`config.mk`:
```
export PLATFORM = sky130hd
export DESIGN_NAME = dwf_front
export DESIGN_NICKNAME = d
export VERILOG_FILES = /design/src/dwf_pkg.sv /design/src/dwf_front.sv
export SDC_FILE = /design/constraint.sdc
export NUM_CORES = 1
export LEC_CHECK = 0
export BUFFER_PORTS_ARGS = -buffer_cell sky130_fd_sc_hd__buf_2
export CAP_MARGIN = 20
export CORE_MARGIN = 4
export CORE_UTILIZATION = 56
export DETAILED_ROUTE_END_ITERATION = 16
export PLACE_DENSITY_LB_ADDON = 0.2
export SYNTH_ARGS = -nofsm -noshare
export SYNTH_HDL_FRONTEND = slang
export SYNTH_SLANG_ARGS = --single-unit
```
`constraint.sdc`:
```
create_clock -name clock -period 2.3 [get_ports clock]
set_input_delay 0.115 -clock clock [delete_from_list [all_inputs] [get_ports clock]]
set_output_delay 0.115 -clock clock [all_outputs]
set_load 0.005 [all_outputs]
```
`src/dwf_pkg.sv`:
```
// Shared constants, item kinds and the command type of the duplicate word filter.
// Used by the front end, the back end and the top level; depends on nothing.
package dwf_pkg;

   localparam int MAX_WORD_LEN = 16;
   localparam int MAX_WORDS    = 64;

   localparam int WLEN_W    = $clog2(MAX_WORD_LEN + 1);
   localparam int IDX_W     = $clog2(MAX_WORD_LEN);
   localparam int CNT_W     = $clog2(MAX_WORDS + 1);
   localparam int ADDR_W    = $clog2(MAX_WORDS);
   localparam int WORD_BITS = 8 * MAX_WORD_LEN;
   localparam int ROW_BITS  = WORD_BITS + WLEN_W;

   localparam int QUEUE_DEPTH = 4;
   localparam int Q_PTR_W     = $clog2(QUEUE_DEPTH);
   localparam int Q_CNT_W     = $clog2(QUEUE_DEPTH + 1);

   localparam logic [7:0] SPACE_CHAR = 8'h20;

   localparam logic [1:0] KIND_CHAR     = 2'd0;
   localparam logic [1:0] KIND_WORD_END = 2'd1;
   localparam logic [1:0] KIND_SENT_END = 2'd2;

   typedef struct packed {
      logic [1:0] kind;
      logic [7:0] data;
   } cmd_type;

endpackage

```
`src/dwf_front.sv`:
```
// Front end of the duplicate word filter: accepts input items, classifies them
// and holds them in a short command queue for the back end. Depends on dwf_pkg.
module dwf_front
   import dwf_pkg::*;
(
   input  logic       clock,
   input  logic       reset,
   input  logic       req_tvalid,
   output logic       req_tready,
   input  logic [7:0] req_tdata,
   input  logic       req_tuser,
   output logic       cmd_valid,
   input  logic       cmd_ready,
   output cmd_type    cmd
);

   cmd_type              q_ff [QUEUE_DEPTH];
   logic [Q_PTR_W-1:0]   wr_ptr_ff, wr_ptr_in;
   logic [Q_PTR_W-1:0]   rd_ptr_ff, rd_ptr_in;
   logic [Q_CNT_W-1:0]   fill_ff, fill_in;
   cmd_type              new_cmd;
   logic                 push, pop;

   always_comb begin
      new_cmd.data = req_tdata;
      if (req_tuser) begin
         new_cmd.kind = KIND_SENT_END;
      end else if (req_tdata == SPACE_CHAR) begin
         new_cmd.kind = KIND_WORD_END;
      end else begin
         new_cmd.kind = KIND_CHAR;
      end
   end

   assign req_tready = (fill_ff != Q_CNT_W'(QUEUE_DEPTH));
   assign cmd_valid  = (fill_ff != '0);
   assign cmd        = q_ff[rd_ptr_ff];
   assign push       = req_tvalid && req_tready;
   assign pop        = cmd_valid && cmd_ready;

   always_comb begin
      wr_ptr_in = push ? Q_PTR_W'(wr_ptr_ff + 1'b1) : wr_ptr_ff;
      rd_ptr_in = pop  ? Q_PTR_W'(rd_ptr_ff + 1'b1) : rd_ptr_ff;
      fill_in   = fill_ff;
      if (push && !pop) begin
         fill_in = Q_CNT_W'(fill_ff + 1'b1);
      end else if (pop && !push) begin
         fill_in = Q_CNT_W'(fill_ff - 1'b1);
      end
   end

   always_ff @(posedge clock) begin
      if (reset) begin
         wr_ptr_ff <= '0;
         rd_ptr_ff <= '0;
         fill_ff   <= '0;
      end else begin
         wr_ptr_ff <= wr_ptr_in;
         rd_ptr_ff <= rd_ptr_in;
         fill_ff   <= fill_in;
      end
   end

   always_ff @(posedge clock) begin
      if (push) begin
         q_ff[wr_ptr_ff] <= new_cmd;
      end
   end

endmodule

```
==> results of run 1 <==
==> registers in the layout, summed over array words and instances, names as in the netlist, named ones only <==
name,flops
q_ff,40
fill_ff,3
wr_ptr_ff,2
rd_ptr_ff,2
==> how the worst min path moves through the flow <==
stage	cells past startpoint	endpoint	startpoint	slack, ps
finish	2	fill_ff[0]$_SDFFE_PP0P_	reset	30
global route	2	fill_ff[0]$_SDFFE_PP0P_	reset	30
CTS	2	fill_ff[2]$_SDFFE_PP0P_	reset	20
detailed placement	1	q_ff[3][5]$_DFFE_PP_	req_tdata[5]	360
global placement	1	q_ff[0][0]$_DFFE_PP_	req_tdata[0]	350
floorplan	0	q_ff[0][0]$_DFFE_PP_	req_tdata[0]	210
==> stage by stage <==
stage,util (%),hold WS [ps],instance area (um^2),std cells
5_1_grt,67.30,26.96,2263,189
4_1_cts,67.22,22.02,2261,189
2_1_floorplan,-,213.9,1951,104
3_5_place_dp,62.91,357.1,2116,172
3_3_place_gp,62.91,346.5,2116,172
6_report,67.30,28.75,2263,189
==> critical path: cells and delay by family (launching register included) <==
| kind | cells | cell delay, ps |
|---|---|---|
| fa+ha+maj | 2 | 610 |
| flops | 1 | 430 |
| compound gates | 2 | 400 |
| simple gates | 2 | 380 |
| xor+xnor | 1 | 180 |
| buf+inv | 1 | 60 |
==> cell usage after synthesis, types with 2 or more instances <==
cell	instances	area share (%)
mux4_2	10	12
nand2b_1	2	0.64
mux2i_1	2	1.0
ha_1	5	3.2
and2_1	4	1.3
nor2_1	8	1.5
nand2_1	2	0.39
inv_1	3	0.58
edfxtp_1	40	62
dfxtp_1	9	9.2
xor2_1	4	1.8
==> kinds of logic after synthesis <==
group	after synthesis	share of synthesized area, %
and+or+nand+nor	21	5.645
DFF	49	70.81
AOI/OAI and AO/OA	5	2.565
adders and majority gates	6	4.234
xor gates and xnor gates	4	1.796
muxes	13	13.34
buffers and inverters	6	1.603
==> power by group through the flow <==
stage | Sequential, mW | Combinational (mW) | Clock (mW)
after CTS | 1.19 | 0.598 | 0.382
after global routing | 1.21 | 0.648 | 0.429
final | 1.19 | 0.584 | 0.368
after global placement | 1.20 | 0.558 | 0
after floorplan | 1.16 | 0.431 | 0
after detailed placement | 1.21 | 0.581 | 0
==> area by class of cell <==
type	instances	area share (%)
Clock buffer	5	1.658
Clock inverter	3	0.7739
Inverter	3	0.4975
Multi-Input combinational cell	49	23.77
Sequential cell	49	61.14
Tap cell	46	2.543
Timing Repair Buffer	34	9.619
==> per-layer routing <==
layer	vias up	wire length, um
met4	0	60
li1	477	-
met1	484	1234
met3	7	121
met5	-	0
met2	20	1660
==> repair_timing <==
item / CTS / global route
setup endpoints to repair: 0 / 1
endpoints found under the hold margin: 36 / 0
hold buffers: 9 / 0
gates resized for setup: 0 / 2
==> flow_summary.toml, run 1 <==
[hold_path]
hp-class = "input pin to flop"

[floorplan]
core_area_um2 = 3363
die_h_um = 67.02
die_w_um = 67.02
fp.dieArea_um2 = 4492
rows = 21
initial_core_util_pct = 58.00
ios = 25

[clocking]
insertion_delay_ps = 350
cts.sinks = 49
root_buffer = "clkbuf_4"
clockBufferDepth = 2
cts.clk_slew.worst_paths_ps = 130
cts_setup_buffers = 0
cts_tree = "done"
htreeDepth = 2
numCtsBuffers = 5

[worst_setup_path]
r2r-start = "fill_ff[0]$_SDFFE_PP0P_"
r2r.worst_path.cells = 8
crit_path_end_kind = "flop"
startpoint = "fill_ff[0]$_SDFFE_PP0P_"
critical-path-max-stage-delay_ps = 430
cp-start-kind = "flop"
critPathSlowestCell = "dfxtp_2"
reg2reg_slack_ps = 180
path_class = "flop to flop"
cp_max_fo = 7
r2r-end = "fill_ff[2]$_SDFFE_PP0P_"
crit_path_end = "fill_ff[2]$_SDFFE_PP0P_"
crit_arrival_ps = 2420
crit_required_ps = 2590
worstPathCellList = "nor2_2 > a21boi_4 > ha_1 > inv_1 > fa_1 > xor2_1 > or3_1 > a21oi_1"

[cells_and_area]
fillers = 260
multiInputGateArea_um2 = 538.0
final_common_cell = "edfxtp_1"
register_area_um2 = 1384
mostFrequentLayoutCells = "40 x edfxtp_1, 24 x buf_2, 10 x mux4_2, 9 x dlygate4sd3_1, 8 x nor2_1"
fin_nets = 161
drive_gt1_share_pct = 34.97
syn_to_final_growth_pct = 16.04
antenna_cells = 0

[synth]
avgSynthCellArea_um2 = 18.76
syn_nets = 123
synth-edff-count = 40
async_reset_ff_share_pct = 0
ys_warn_count = 0
synth_seq_area_share_pct = 70.81
synthesis.area_um2 = 1951
syn-instance-count = 104
ys.flop_type = "edfxtp_1"
synth_seq_cells = 49
yosysUniqueCellTypes = 26

[power]
peakVddDrop_mv = 0.6681
p_total_mw = 2.141
pwr-share-seq_pct = 55.5
internal_power_mw = 1.530
p_leak_nw = 0.8087
pwr-share-comb_pct = 27.3
swShare_pct = 28.54
switchingPower_mw = 0.6110
clkPwrFrac_pct = 17.2
p_per_area_nw_per_um2 = 946.0

[timing]
maxSlewViolCount = 0
period_share_pct = 92.34
layout_min_cycle_time_ps = 2124
tightest_slew_ps = 589.8
skew_ps = 8.890
finalSetupViolCount = 0
fmax_mhz = 470.8
relSlewSlack_pct = 60.32
rsz0062_at_grt = "false"
fin_ws_ps = 176.1
finalHoldViolations = 0
setup_tns_ps = 0

[detailed_routing]
drc = 0
wl_um = 3076
vias = 988
routedWlPerCell_um = 16.28
antenna_left = 0
drt_iter0_markers = 42
viasPerCell = 5.228
drt-pass1-iter-count = 4

[global_route]
grt_util_met2_pct = 29.08
use_met1_pct = 18.69
antenna_found_initial = 0
met3_usage_pct = 5.565
grt_max_degree = 16
grt.overflow.total = 0
grt_pass1_vias = 1072
grtUsageTotal_pct = 16.74
grt_pass1_wl_um = 5209
grt_busiest_layer = "met2"

[flow_run]
max-cap-violations = 0

[run_status]
status = "completed"

[placed_design]
port_buffers = 24
dp_hpwl_um = 2138
pre_cts_slack_ps = 111.1
routabilityCongestion = 0.7951
(Power assumes the default switching activity.)
==> inputs of run 2 (changes only) <==
CORE_UTILIZATION = 50   (was 56)
MAX_ROUTING_LAYER = met4   (was unset)
clock period = 1.9 ns   (was 2.3 ns; I/O delays follow)
==> flow_summary.toml, run 2 (synthesis results as in run 1) <==
[global_route]
grt_pass1_vias = 1029
grt_max_degree = 15
antenna_found_initial = 0
grt.overflow.total = 0
grt_pass1_wl_um = 5099
grtUsageTotal_pct = 14.55

[cells_and_area]
drive_gt1_share_pct = 42.36
register_area_um2 = 1389
mostFrequentLayoutCells = "40 x edfxtp_1, 24 x buf_2, 11 x buf_4, 10 x mux4_2, 8 x nor2_1"
antenna_cells = 0
largestRegisters = "q_ff: 40 flops, fill_ff: 3 flops"
fillers = 293
final_common_cell = "edfxtp_1"
stdcell_count = 192
multiInputGateArea_um2 = 551.8
syn_to_final_growth_pct = 19.50
fin_nets = 162
regMostFlops = "q_ff"
largest_reg_flops = 40

[timing]
tightest_slew_ps = 571.0
skew_ps = 6.755
layout_min_cycle_time_ps = 1867
rsz0062_at_grt = "true"
maxSlewViolCount = 0
fin_ws_ps = 33.34
fmax_mhz = 535.7
period_share_pct = 98.25
relSlewSlack_pct = 61.58
finalHoldViolations = 0
finalSetupViolCount = 0

[detailed_routing]
vias = 1008
antenna_left = 0
drt_iter0_markers = 68
viasPerCell = 5.250
drc = 0
drt-pass1-iter-count = 4
routedWlPerCell_um = 16.48
wl_um = 3165

[power]
p_leak_nw = 0.8490
swShare_pct = 26.04
pwr-share-seq_pct = 47.7
internal_power_mw = 2.201
p_per_area_nw_per_um2 = 1276
peakVddDrop_mv = 0.6342
switchingPower_mw = 0.7748
clkPwrFrac_pct = 25.2
pwr-share-comb_pct = 27.2

[placed_design]
port_buffers = 24
dp_hpwl_um = 2156
dp.cells = 180
routabilityCongestion = 0.8051
pre_cts_slack_ps = -53.03

[floorplan]
fp.dieArea_um2 = 4965
die_w_um = 70.46
die_h_um = 70.46
rows = 22
ios = 25
core_area_um2 = 3716
initial_core_util_pct = 52.49

[clocking]
numCtsBuffers = 5
clockBufferDepth = 2
cts_resized = 0
cts.sinks = 49
insertion_delay_ps = 290
htreeDepth = 2
cts.clk_slew.worst_paths_ps = 90
cts_tree = "done"
root_buffer = "clkbuf_8"
cts_hold_buf = 0

[worst_setup_path]
cp-start-kind = "flop"
crit_path_end_kind = "flop"
crit_arrival_ps = 2100
r2r.worst_path.cells = 7
r2r-end = "fill_ff[2]$_SDFFE_PP0P_"
path_class = "flop to flop"
reg2reg_slack_ps = 30
cp_max_fo = 4
crit_required_ps = 2140
r2r-start = "fill_ff[0]$_SDFFE_PP0P_"

[flow_run]
max-cap-violations = 0

[hold_path]
hold_end = "q_ff[2][5]$_DFFE_PP_"
whs_path_depth = 1
hp-class = "input pin to flop"
worstHoldStart = "req_tdata[5]"

[run_status]
status = "completed"
-- run 2: cell count changes in the layout (fill, tap and decap cells not counted), sizes merged --
cell / delta
buf: +10
clkbuf: +2
bufinv: +1
clkinv: -2
dlygate4sd3: -9
clkinvlp: -1
-- run 2: area by class of cell --
| type | instances | area share (%) |
|---|---|---|
| repair buffers | 35 | 8.696 |
| flip-flops and latches | 49 | 59.58 |
| inverters | 3 | 0.4831 |
| multi-input cells | 49 | 23.67 |
| well taps | 48 | 2.576 |
| clock buffers | 7 | 3.704 |
| clock inverters | 1 | 1.288 |
-- run 2: metal layers --
| layer | GRT usage [%] | part of all wire [%] |
|---|---|---|
| met1 | 14.88 | 37 |
| met2 | 25.68 | 57 |
| met3 | 5.036 | 4.7 |
| met4 | 5.106 | 1.6 |
| met5 | - | 0 |
-- run 2: timing repair --
item | CTS | global route
buffers inserted | 3 | 1
setup endpoints to repair | 1 | 1
pin swaps | 3 | 1
-- run 2: worst max path at each step --
stage | from | to | slack [ps] | depth (start not counted)
after CTS | fill_ff[0]$_SDFFE_PP0P_ | fill_ff[2]$_SDFFE_PP0P_ | 10 | 7
after global placement | fill_ff[1]$_SDFFE_PP0P_ | fill_ff[2]$_SDFFE_PP0P_ | 30 | 7
final | fill_ff[0]$_SDFFE_PP0P_ | fill_ff[2]$_SDFFE_PP0P_ | 30 | 7
after floorplan | fill_ff[0]$_SDFFE_PP0P_ | fill_ff[2]$_SDFFE_PP0P_ | 40 | 8
after detailed placement | fill_ff[1]$_SDFFE_PP0P_ | fill_ff[2]$_SDFFE_PP0P_ | -50 | 7
after global routing | fill_ff[0]$_SDFFE_PP0P_ | fill_ff[2]$_SDFFE_PP0P_ | -40 | 7
-- run 2: stage by stage --
step / area [um^2] / hold slack, ps / util (%) / power, mW / TNS, ps
6_report: 2331 / 25.20 / 62.73 / 2.975 / 0
5_1_grt: 2331 / 13.85 / 62.73 / 3.143 / -44.68
4_1_cts: 2323 / 15.54 / 62.53 / 2.997 / 0
3_5_place_dp: 2185 / 327.8 / 58.79 / 2.223 / -53.03
3_3_place_gp: 2185 / 322.5 / 58.79 / 2.200 / 0
2_1_floorplan: 1972 / 193.9 / - / 1.954 / 0
-- run 2: worst max-delay path: stages, from the launching register on --
cell and delay, ps:
dfxtp_4 370, o31ai_4 260, ha_2 210, inv_1 50, fa_2 330, xor2_1 170, or3_1 300, a21oi_1 120
-- run 2: power groups by stage --
| stage | registers [mW] | clock network, mW | logic [mW] |
|---|---|---|---|
| global placement | 1.44 | 0 | 0.758 |
| global route | 1.44 | 0.812 | 0.893 |
| floorplan | 1.42 | 0 | 0.532 |
| CTS | 1.42 | 0.763 | 0.814 |
| detailed placement | 1.45 | 0 | 0.770 |
| finish | 1.42 | 0.749 | 0.808 |
==> inputs of run 3 (changes only) <==
ABC_AREA = 1   (was unset)
CORE_UTILIZATION = 51   (was 50)
==> flow_summary.toml, run 3 <==
[run_status]
status = "completed"

[detailed_routing]
drt-pass1-iter-count = 4
drt_iter0_markers = 96
wl_um = 3624
vias = 1308
antenna_left = 0
drc = 0
routedWlPerCell_um = 14.44
viasPerCell = 5.211

[timing]
finalSetupViolCount = 0
tightest_slew_ps = 557.7
layout_min_cycle_time_ps = 1779
skew_ps = 4.315
period_share_pct = 93.62
rsz0062_at_grt = "false"
finalHoldViolations = 0
relSlewSlack_pct = 62.78
maxSlewViolCount = 0
fmax_mhz = 562.2
setup_tns_ps = 0

[synth]
ys_warn_count = 0
synth_seq_area_share_pct = 68.49
avgSynthCellArea_um2 = 11.79
synth_area_leader_cell = "edfxtp_1"
syn_nets = 190
synth_top_area_share_pct = 59.55
synth-edff-count = 40
ys.flop_type = "edfxtp_1"
yosysUniqueCellTypes = 21
synth.area.top_cells = "edfxtp_1 60%, dfxtp_1 8.9%, nor2_1 6.7%"
yosysMostFrequentCell = "edfxtp_1"
async_reset_ff_share_pct = 0
synthesis.area_um2 = 2017
syn-instance-count = 171
ys_top_cells_by_count = "40 x edfxtp_1, 36 x nor2_1, 21 x o21ai_0, 14 x inv_1, 11 x nand2_1"
synth_seq_cells = 49

[floorplan]
fp.dieArea_um2 = 5025
die_h_um = 70.89
ios = 25
rows = 22
die_w_um = 70.89
initial_core_util_pct = 53.88
core_area_um2 = 3744

[power]
pwr-share-comb_pct = 27.9
switchingPower_mw = 0.8921
internal_power_mw = 2.031
clkPwrFrac_pct = 23.9
p_total_mw = 2.923
peakVddDrop_mv = 0.5777
p_per_area_nw_per_um2 = 1259
swShare_pct = 30.52
pwr-share-seq_pct = 48.2
p_leak_nw = 0.8909

[placed_design]
port_buffers = 24
routabilityCongestion = 0.7652
dp_hpwl_um = 2468

[clocking]
cts_hold_buf = 0
root_buffer = "clkbuf_8"
cts.sinks = 49
insertion_delay_ps = 290
cts.clk_slew.worst_paths_ps = 80
htreeDepth = 2
numCtsBuffers = 5
cts_tree = "done"
clockBufferDepth = 2

[worst_setup_path]
crit_arrival_ps = 1960
r2r-end = "fill_ff[1]$_SDFFE_PP0P_"
r2r-start = "fill_ff[1]$_SDFFE_PP0P_"
crit_required_ps = 2090
cp-start-kind = "flop"
reg2reg_slack_ps = 120
r2r.worst_path.cells = 9
crit_path_end_kind = "flop"
path_class = "flop to flop"
crit_path_end = "fill_ff[1]$_SDFFE_PP0P_"
cp_max_fo = 5
startpoint = "fill_ff[1]$_SDFFE_PP0P_"

[cells_and_area]
final_common_cell = "edfxtp_1"
syn_to_final_growth_pct = 15.07
largest_reg_flops = 40
drive_gt1_share_pct = 22.17
mostFrequentLayoutCells = "40 x edfxtp_1, 36 x nor2_1, 24 x buf_2, 21 x o21ai_0, 14 x inv_1"
fillers = 326
largestRegisters = "q_ff: 40 flops, fill_ff: 3 flops"
regMostFlops = "q_ff"
fin_nets = 221
antenna_cells = 0

[global_route]
grt.overflow.total = 0
grt_pass1_wl_um = 6072
grt_max_degree = 21
antenna_found_initial = 0
grt_pass1_vias = 1321
grtUsageTotal_pct = 16.08

[hold_path]
hp-class = "input pin to flop"

[flow_run]
max-cap-violations = 0
## run 3: cell count changes after synthesis, moves of 3 or more
cell,delta
and2_1,-4
nand3_1,+4
nor2_1,+28
xor2_1,-3
nand2_1,+9
nand2_4,+4
inv_1,+11
o21ai_0,+20
o22ai_1,+10
mux4_2,-10
## run 3: metal layers
| layer | vias to the layer above | share of wire (%) | global-route usage [%] |
|---|---|---|---|
| li1 | 650 | - | - |
| met1 | 626 | 42 | 18.19 |
| met2 | 30 | 53 | 27.81 |
| met3 | 2 | 4.0 | 3.835 |
| met4 | 0 | 0.50 | 5.637 |
| met5 | - | 0 | - |
## run 3: what timing repair did
action                     4_1_cts  5_1_grt
buffers inserted                 0        0
gates resized for setup          0        2
setup endpoints to repair        0        1
## run 3: area by class of cell
class	count	area [um^2]	area share (%)
flip-flops and latches	49	1384	59.62
multi-input cells	101	553.0	23.83
repair buffers	29	157.7	6.792
clock buffers	6	72.57	3.127
inverters	16	60.06	2.588
well taps	48	60.06	2.588
clock inverters	2	33.78	1.456
## run 3: cell families (layout without fill, tap and decap cells)
| family | count (synthesis) | count (layout) | synth area share [%] |
|---|---|---|---|
| flops | 49 | 49 | 68.49 |
| compound gates | 34 | 34 | 9.057 |
| buf+inv | 21 | 53 | 4.094 |
| simple gates | 60 | 60 | 13.83 |
| fa+ha+maj | 6 | 6 | 4.094 |
| xor+xnor | 1 | 1 | 0.4343 |
## run 3: per-stage QoR
step           util [%]  cells  hold WS [ps]  worst slack [ps]  cell area [um^2]
4_1_cts           61.93    251         12.04             92.26              2318
3_5_place_dp      59.09    243         324.1             111.9              2212
2_1_floorplan         -    171         164.1             229.7              2017
5_1_grt           62.00    251         11.71             44.32              2321
3_3_place_gp      59.09    243         315.6             191.3              2212
6_report          62.00    251         13.53             121.2              2321
## run 3: power groups by stage
stage	logic, mW	clock network, mW	registers, mW
floorplan	0.550	0	1.40
global placement	0.790	0	1.42
detailed placement	0.825	0	1.43
CTS	0.831	0.710	1.41
global route	0.941	0.755	1.43
finish	0.815	0.700	1.41
## run 3: critical path: stages, from the launching register on
cell and delay [ps]:
dfxtp_2 350, nor2_4 170, nand2_4 90, nand2_4 90, inv_2 50, ha_1 200
inv_1 80, fa_1 410, o21ai_0 180, nor2_1 50
## run 3: worst min-delay path by stage
stage / startpoint / slack (ps) / cells past startpoint / endpoint
3_3_place_gp: req_tdata[7] / 320 / 1 / q_ff[0][7]$_DFFE_PP_
4_1_cts: reset / 10 / 2 / rd_ptr_ff[0]$_SDFFE_PP0P_
6_report: reset / 10 / 2 / rd_ptr_ff[0]$_SDFFE_PP0P_
5_1_grt: reset / 10 / 2 / fill_ff[0]$_SDFFE_PP0P_
2_1_floorplan: reset / 160 / 1 / flop
3_5_place_dp: reset / 320 / 2 / flop
